## src/sv/lmsc_pkg.sv

```systemverilog
// Item types, constants and mode tables for the LED mode step-down controller.
package lmsc_pkg;

  localparam int RAMP_STEPS          = 7;
  localparam int GROUP_COUNT         = 12;
  localparam int LOW_SAMPLES_TO_STEP = 8;

  localparam int CFG_DATA_W  = 8;
  localparam int CFG_INDEX_W = 2;

  localparam logic [CFG_INDEX_W-1:0] CFG_MODE_GROUP  = 2'd0;
  localparam logic [CFG_INDEX_W-1:0] CFG_MEMORY_EN   = 2'd1;
  localparam logic [CFG_INDEX_W-1:0] CFG_LOW_VOLT_TH = 2'd2;

  localparam logic       OP_POWER_ON   = 1'b0;
  localparam logic       OP_VOLT_SAMPLE = 1'b1;

  localparam logic [4:0] PRESS_MASK      = 5'h1f;
  localparam logic [4:0] PRESS_CFG_LIMIT = 5'd9;
  localparam logic [7:0] LOW_VOLT_TH_RST = 8'd130;

  localparam logic [7:0] CODE_BATT   = 8'd254;
  localparam logic [7:0] CODE_POLICE = 8'd248;
  localparam logic [7:0] CODE_BIKE   = 8'd250;
  localparam logic [7:0] CODE_SOS    = 8'd246;

  typedef struct packed {
    logic       op;
    logic       long_off;
    logic [7:0] voltage;
  } in_item_t;

  typedef struct packed {
    logic [7:0] mode_code;
    logic [7:0] pwm_duty;
    logic       fast_pwm;
    logic       shutdown;
    logic       enter_config;
  } out_item_t;

  // One row of the mode table, entry 0 in the low byte.
  function automatic logic [63:0] group_row(input logic [3:0] row);
    logic [63:0] w;
    case (row)
      4'd0:    w = {CODE_BATT, CODE_BIKE, CODE_POLICE, 8'd7, 8'd5, 8'd3, 8'd2, 8'd1};
      4'd1:    w = {8'd0, 8'd0, 8'd0, 8'd7, 8'd5, 8'd3, 8'd2, 8'd1};
      4'd2:    w = {8'd0, 8'd0, 8'd0, 8'd1, 8'd2, 8'd3, 8'd5, 8'd7};
      4'd3:    w = {8'd0, CODE_SOS, CODE_BATT, CODE_BIKE, CODE_POLICE, 8'd7, 8'd4, 8'd2};
      4'd4:    w = {8'd0, 8'd0, 8'd0, 8'd0, 8'd0, 8'd7, 8'd4, 8'd2};
      4'd5:    w = {8'd0, 8'd0, 8'd0, 8'd0, 8'd0, 8'd2, 8'd4, 8'd7};
      4'd6:    w = {CODE_SOS, CODE_BATT, CODE_BIKE, CODE_POLICE, 8'd6, 8'd3, 8'd2, 8'd1};
      4'd7:    w = {8'd0, 8'd0, 8'd0, 8'd0, 8'd6, 8'd3, 8'd2, 8'd1};
      4'd8:    w = {8'd0, 8'd0, 8'd0, 8'd0, 8'd1, 8'd2, 8'd3, 8'd6};
      4'd9:    w = {8'd0, 8'd0, 8'd0, 8'd0, 8'd7, 8'd5, 8'd3, 8'd2};
      4'd10:   w = {8'd0, 8'd0, 8'd0, 8'd0, 8'd0, CODE_POLICE, 8'd4, 8'd7};
      4'd11:   w = {8'd0, 8'd0, 8'd0, 8'd0, 8'd0, 8'd0, 8'd0, 8'd7};
      default: w = '0;
    endcase
    return w;
  endfunction

  // Entries before the first zero in a row.
  function automatic logic [3:0] row_count(input logic [63:0] w);
    logic [3:0] n;
    logic       hit_zero;
    n = '0;
    hit_zero = 1'b0;
    for (int i = 0; i < 8; i++) begin
      if (w[i*8 +: 8] == 8'd0) begin
        hit_zero = 1'b1;
      end else if (!hit_zero) begin
        n = n + 4'd1;
      end
    end
    return n;
  endfunction

  function automatic logic [7:0] ramp_duty(input logic [3:0] idx);
    logic [7:0] d;
    case (idx)
      4'd0:    d = 8'd1;
      4'd1:    d = 8'd7;
      4'd2:    d = 8'd32;
      4'd3:    d = 8'd63;
      4'd4:    d = 8'd107;
      4'd5:    d = 8'd127;
      default: d = 8'd255;
    endcase
    return d;
  endfunction

endpackage

```

## src/sv/led_mode_stepdown_controller_top.sv

```systemverilog
// Top level of the LED mode step-down controller: state update and output buffer.
//
// Input channel in_valid / in_stall / in_data carries one item: a power-on
// event (op 0, long_off) or a battery sample (op 1, voltage). Every item
// gives exactly one result on out_valid / out_stall / out_data: mode code,
// PWM duty, fast PWM select, shutdown and enter_config.
// The cfg_ port writes mode_group, memory_enable and low_voltage_threshold
// by index whenever cfg_wr_en is high; write only while no item is pending.
// An accepted item's result is registered in the result register, or in the
// skid register while one waits. One item per cycle is taken while in_stall is
// low; the rate is set by the single state-update stage, mode and ramp lookups.
// A two-entry output buffer (result register plus skid register) keeps
// accepting while one result waits; in_stall rises only once both hold a
// result under out_stall, and a stalled result holds steady.
// Synchronous active-low reset clears mode index, press and low-sample
// counts, level and shutdown, sets the threshold to 130 and empties the
// output buffer.
module led_mode_stepdown_controller_top (
  input  logic                                  clk,
  input  logic                                  rst_n,
  input  logic                                  in_valid,
  output logic                                  in_stall,
  input  lmsc_pkg::in_item_t                    in_data,
  output logic                                  out_valid,
  input  logic                                  out_stall,
  output lmsc_pkg::out_item_t                   out_data,
  input  logic                                  cfg_wr_en,
  input  logic [lmsc_pkg::CFG_INDEX_W-1:0]      cfg_index,
  input  logic [lmsc_pkg::CFG_DATA_W-1:0]       cfg_wdata
);

  logic [3:0] mode_group_r;
  logic       memory_en_r;
  logic [7:0] low_volt_th_r;

  logic [2:0] mode_index_r, mode_index_nxt;
  logic [4:0] press_count_r, press_count_nxt;
  logic [7:0] level_r, level_nxt;
  logic [3:0] low_count_r, low_count_nxt;
  logic       powered_down_r, powered_down_nxt;

  lmsc_pkg::out_item_t result;
  lmsc_pkg::out_item_t out_data_r, skid_data_r;
  logic                out_valid_r, skid_valid_r;

  logic        push, pop;
  logic [3:0]  row;
  logic [63:0] row_word;
  logic [3:0]  row_cnt;
  logic [3:0]  next_idx;
  logic [2:0]  idx_sel;
  logic [4:0]  press_inc;
  logic [3:0]  low_inc;
  logic        enter_cfg;

  assign push = in_valid && !in_stall;
  assign pop  = out_valid_r && !out_stall;

  assign in_stall  = skid_valid_r;
  assign out_valid = out_valid_r;
  assign out_data  = out_data_r;

  always_comb begin
    row       = ({1'b0, mode_group_r} < 5'(lmsc_pkg::GROUP_COUNT)) ? mode_group_r : 4'd0;
    row_word  = lmsc_pkg::group_row(row);
    row_cnt   = lmsc_pkg::row_count(row_word);
    next_idx  = {1'b0, mode_index_r} + 4'd1;
    press_inc = (press_count_r + 5'd1) & lmsc_pkg::PRESS_MASK;
    low_inc   = low_count_r + 4'd1;
    idx_sel   = '0;
    enter_cfg = 1'b0;

    mode_index_nxt   = mode_index_r;
    press_count_nxt  = press_count_r;
    level_nxt        = level_r;
    low_count_nxt    = low_count_r;
    powered_down_nxt = powered_down_r;

    if (in_data.op == lmsc_pkg::OP_POWER_ON) begin
      powered_down_nxt = 1'b0;
      low_count_nxt    = '0;
      if (!in_data.long_off) begin
        press_count_nxt = press_inc;
        mode_index_nxt  = (next_idx >= row_cnt) ? 3'd0 : next_idx[2:0];
      end else begin
        press_count_nxt = '0;
        if (!memory_en_r) begin
          mode_index_nxt = '0;
        end
      end
      if (press_count_nxt > lmsc_pkg::PRESS_CFG_LIMIT) begin
        enter_cfg       = 1'b1;
        press_count_nxt = '0;
        mode_index_nxt  = '0;
      end
      idx_sel   = mode_index_nxt;
      level_nxt = ({1'b0, idx_sel} >= row_cnt) ? 8'd0 : row_word[idx_sel*8 +: 8];
    end else if (!powered_down_r) begin
      press_count_nxt = '0;
      low_count_nxt   = (in_data.voltage < low_volt_th_r) ? low_inc : 4'd0;
      if (low_count_nxt >= 4'(lmsc_pkg::LOW_SAMPLES_TO_STEP)) begin
        low_count_nxt = '0;
        if (level_r > 8'(lmsc_pkg::RAMP_STEPS)) begin
          level_nxt = 8'(lmsc_pkg::RAMP_STEPS / 2);
        end else if (level_r > 8'd1) begin
          level_nxt = level_r - 8'd1;
        end else begin
          powered_down_nxt = 1'b1;
        end
      end
    end

    result.mode_code    = level_nxt;
    result.pwm_duty     = '0;
    result.fast_pwm     = 1'b0;
    result.shutdown     = powered_down_nxt;
    result.enter_config = enter_cfg;
    if (!powered_down_nxt && level_nxt >= 8'd1 &&
        level_nxt <= 8'(lmsc_pkg::RAMP_STEPS)) begin
      result.pwm_duty = lmsc_pkg::ramp_duty(4'(level_nxt - 8'd1));
      result.fast_pwm = (level_nxt > 8'd2);
    end
  end

  always_ff @(posedge clk) begin
    if (!rst_n) begin
      mode_group_r  <= '0;
      memory_en_r   <= 1'b0;
      low_volt_th_r <= lmsc_pkg::LOW_VOLT_TH_RST;
    end else if (cfg_wr_en) begin
      unique case (cfg_index)
        lmsc_pkg::CFG_MODE_GROUP:  mode_group_r  <= cfg_wdata[3:0];
        lmsc_pkg::CFG_MEMORY_EN:   memory_en_r   <= cfg_wdata[0];
        lmsc_pkg::CFG_LOW_VOLT_TH: low_volt_th_r <= cfg_wdata;
        default: ;
      endcase
    end
  end

  always_ff @(posedge clk) begin
    if (!rst_n) begin
      mode_index_r   <= '0;
      press_count_r  <= '0;
      level_r        <= '0;
      low_count_r    <= '0;
      powered_down_r <= 1'b0;
    end else if (push) begin
      mode_index_r   <= mode_index_nxt;
      press_count_r  <= press_count_nxt;
      level_r        <= level_nxt;
      low_count_r    <= low_count_nxt;
      powered_down_r <= powered_down_nxt;
    end
  end

  always_ff @(posedge clk) begin
    if (!rst_n) begin
      out_valid_r  <= 1'b0;
      skid_valid_r <= 1'b0;
    end else if (pop) begin
      if (skid_valid_r) begin
        out_data_r   <= skid_data_r;
        skid_valid_r <= 1'b0;
      end else if (push) begin
        out_data_r <= result;
      end else begin
        out_valid_r <= 1'b0;
      end
    end else if (push) begin
      if (out_valid_r) begin
        skid_data_r  <= result;
        skid_valid_r <= 1'b1;
      end else begin
        out_data_r  <= result;
        out_valid_r <= 1'b1;
      end
    end
  end

endmodule
```

## config.mk

```make
export PLATFORM = sky130hd
export DESIGN_NAME = led_mode_stepdown_controller_top
export DESIGN_NICKNAME = d
export VERILOG_FILES = /design/src/sv/lmsc_pkg.sv /design/src/sv/led_mode_stepdown_controller_top.sv
export SDC_FILE = /design/constraint.sdc
export NUM_CORES = 1
export LEC_CHECK = 0
export BUFFER_PORTS_ARGS = -buffer_cell sky130_fd_sc_hd__buf_4
export CORE_MARGIN = 5
export CORE_UTILIZATION = 40
export DETAILED_ROUTE_END_ITERATION = 16
export GPL_ROUTABILITY_DRIVEN = 0
export MAX_ROUTING_LAYER = met4
export PLACE_DENSITY = 0.66
export SLEW_MARGIN = 5
export SYNTH_ARGS = -nofsm -noshare
export SYNTH_HDL_FRONTEND = slang
export SYNTH_SLANG_ARGS = --single-unit
```

## constraint.sdc

```tcl
create_clock -name clk -period 18.1 [get_ports clk]
set_clock_uncertainty 0.2 [all_clocks]
set_input_delay 3.62 -clock clk [delete_from_list [all_inputs] [get_ports clk]]
set_output_delay 3.62 -clock clk [all_outputs]
set_load 0.05 [all_outputs]
```

==> results.json <==
{
  "outcome": "complete, no violations",
  "min_period_over_period_pct": 54.79,
  "synth_warnings": 0,
  "met3_length_um": 658,
  "power_frac_seq_pct": 32.3,
  "ioPinCount": 46,
  "hold_path_depth": 1,
  "core_area_sq_um": 12620,
  "power_density_nw_per_um2": 104.0,
  "ys_types": 85,
  "routed_wl_um": 12200,
  "max_stage_delay_ns": 0.65,
  "dieArea_sq_um": 15250,
  "dpl.cell_count": 778,
  "power_frac_clock_pct": 31.1,
  "die_x_um": 123.5,
  "seq_area_frac_synth_pct": 36.13,
  "clock_tree.buffer_depth": 2,
  "crit_path_start_kind": "flip-flop",
  "gr-total-overflow": 0,
  "design_area_sq_um": 5938,
  "p_switching_w": 0.0002150,
  "cts_max_level": 3,
  "final.setup.tns_ns": 0,
  "top_layer_used": "met4",
  "wl_per_cell_um": 15.37,
  "hold_start": "low_count_r[3]",
  "dr.pass1.iters": 5,
  "clk_latency_ns": 0.34,
  "numCtsBuffers": 9,
  "grt_pass1_wl_um": 20270,
  "setup_viol": 0,
  "port_buffers": 45,
  "postCtsSetupBuffers": 0,
  "grt_max_degree": 40,
  "syn_nets": 635,
  "avgViaCountPerCell": 5.665,
  "cts.reportedPaths.clkPinSlew_ns": 0.06,
  "drv_slew": 0,
  "netlist_instances": 579,
  "start_util_pct": 40.84,
  "sw_frac_of_total_pct": 34.80,
  "finalHoldViolCount": 0,
  "ir_drop_mv": 0.05224,
  "clock.fmax_mhz": 100.8,
  "yosysMostFrequentCell": "nor2_1",
  "cp.depth": 41,
  "rr_worst_depth": 41,
  "yosys-top-cells-count": "79 x nor2_1, 54 x nand2_1, 38 x edfxtp_1, 37 x a21oi_1, 36 x dfxtp_1",
  "drc_errors": 0,
  "rsz0062_at_grt": "false",
  "cts_root_buf": "clkbuf_16",
  "synth_edf_count": 38,
  "cp_data_required_time_ns": 18.11,
  "ys_async_sr_fraction_pct": 0,
  "path_buf_inv": 5,
  "p_comb_share_pct": 36.6,
  "grt_pass1_vias": 4253,
  "tightest_slew_ns": 0.8937,
  "instances_no_fill": 794,
  "fill_cells": 1232,
  "clock_sinks": 74,
  "regToRegStartpoint": "mode_group_r[1]",
  "synthesis.area_sq_um": 5154,
  "post_dp_cell_area_sq_um": 5619,
  "groute.usage.overall_pct": 17.07,
  "critical_path_class": "reg2reg",
  "cp_top_family": "compound AO/OA/AOI/OAI gates",
  "cts_hold_buf": 0,
  "synth.ff_latch_count": 74,
  "cts_tree": "yes",
  "syn_avg_cell_area_sq_um": 8.901,
  "maxCapViolCount": 0,
  "cpMostUsedCell": "ha_1",
  "startpoint": "mode_group_r[1]",
  "arrival_ns": 9.93,
  "crit_slowest_cell": "dfxtp_1",
  "drive_above_1_share_pct": 17.04,
  "max_slew_margin_pct": 40.14,
  "vias": 4498,
  "fp.dieH_um": 123.5,
  "detail-route-antenna-nets": 0,
  "min_period_ns": 9.918,
  "dpl.hpwl_um": 9084,
  "synth_area_leader_cell": "edfxtp_1",
  "synth_flop_cell": "edfxtp_1",
  "wirelength_met1_um": 5643,
  "n_antenna_cell": 0,
  "area_growth_pct": 15.22,
  "leakagePower_nw": 2.466,
  "antenna_found_initial": 0,
  "nets": 673,
  "p_int_w": 0.0004028,
  "drt_iter0_drc": 492,
  "synth.area.top_cells": "edfxtp_1 22%, dfxtp_1 14%, ha_1 7.5%",
  "crit_fanout": 16,
  "dr_wl_met2_um": 5728,
  "fp-row-count": 41,
  "ctsResizeCount": 0,
  "end_kind": "flip-flop",
  "synth_top_area_share_pct": 22.14,
  "hold_class": "reg2reg"
}
kinds of logic (layout without fill, tap and decap cells):
family	Yosys count	in the layout	synth area share [%]
AND/OR/NAND/NOR	214	214	20.13
buffers and inverters	60	103	5.365
multiplexers	23	23	4.588
flip-flops	74	74	36.13
XOR/XNOR	8	8	1.505
adder cells (fa/ha/maj)	32	32	7.745
AO/OA/AOI/OAI	168	168	24.55
metal layers:
| metal | GRT usage (%) | vias up |
|---|---|---|
| met5 | - | - |
| met4 | 4.498 | 0 |
| met3 | 3.477 | 19 |
| met2 | 27.32 | 161 |
| met1 | 22.13 | 2113 |
| li1 | - | 2205 |
worst register-to-register path: cells and delay by family (launching register included):
family | cells | cell delay (ns)
multiplexers | 3 | 0.61
AND/OR/NAND/NOR | 7 | 1.22
AO/OA/AOI/OAI | 16 | 3.92
adder cells (fa/ha/maj) | 8 | 2.29
flip-flops | 1 | 0.65
buffers and inverters | 5 | 0.57
XOR/XNOR | 2 | 0.34
worst paths after layout:
check | end | slack, ns
worst max-delay path | out_data[7] | 8.18
worst min-delay path | low_count_r[3] | 0.29
worst max register to register | out_data[7] | 8.18
worst min register to register | low_count_r[3] | 0.29
per-stage QoR:
step | hold WS (ns) | total power, W | utilization, % | setup WS, ns
3_3_place_gp | 0.2696 | 0.0004190 | 44.53 | 8.737
5_1_grt | 0.3216 | 0.0006539 | 47.06 | 7.425
3_5_place_dp | 0.2835 | 0.0004258 | 44.53 | 8.344
2_1_floorplan | 0.2492 | 0.0003794 | - | 9.193
6_report | 0.2912 | 0.0006178 | 47.06 | 8.182
4_1_cts | 0.2967 | 0.0006202 | 47.06 | 8.286
final cells by class:
cell class | instances | area, sq um | share of cell area (%)
clock inverters | 6 | 90.09 | 1.517
multi-input cells | 445 | 3020 | 50.86
repair buffers | 52 | 390.4 | 6.574
inverters | 35 | 131.4 | 2.212
clock buffers | 10 | 229.0 | 3.856
well taps | 172 | 215.2 | 3.624
flip-flops and latches | 74 | 1862 | 31.35
cells in the final DEF, fill, tap and decap left out, types with 10 or more instances in the layout:
master / netlist / layout
a211oi_1: 11 / 11
a21oi_1: 37 / 37
a31oi_1: 11 / 11
buf_4: 1 / 52
dfxtp_1: 36 / 36
edfxtp_1: 38 / 38
ha_1: 31 / 31
inv_1: 30 / 30
mux2i_1: 18 / 18
nand2_1: 54 / 54
nand2b_1: 11 / 11
nand3_1: 14 / 14
nor2_1: 79 / 79
nor3_1: 11 / 10
o21ai_0: 29 / 29
power by group through the flow:
stage / clock network (W) / logic, W / registers, W
floorplan: 0 / 0.000160 / 0.000219
global placement: 0 / 0.000216 / 0.000203
detailed placement: 0 / 0.000223 / 0.000203
CTS: 0.000196 / 0.000225 / 0.000199
global route: 0.000204 / 0.000249 / 0.000200
finish: 0.000192 / 0.000226 / 0.000199
flip-flops by register name (all words and copies together), names as in the netlist:
register / count
out_data: 19
skid_data_r: 19
level_r: 8
low_volt_th_r: 8
press_count_r: 5
low_count_r: 4
mode_group_r: 4
mode_index_r: 3
in_stall: 1
memory_en_r: 1
out_valid: 1
powered_down_r: 1
Power figures use the tool's default switching activity.
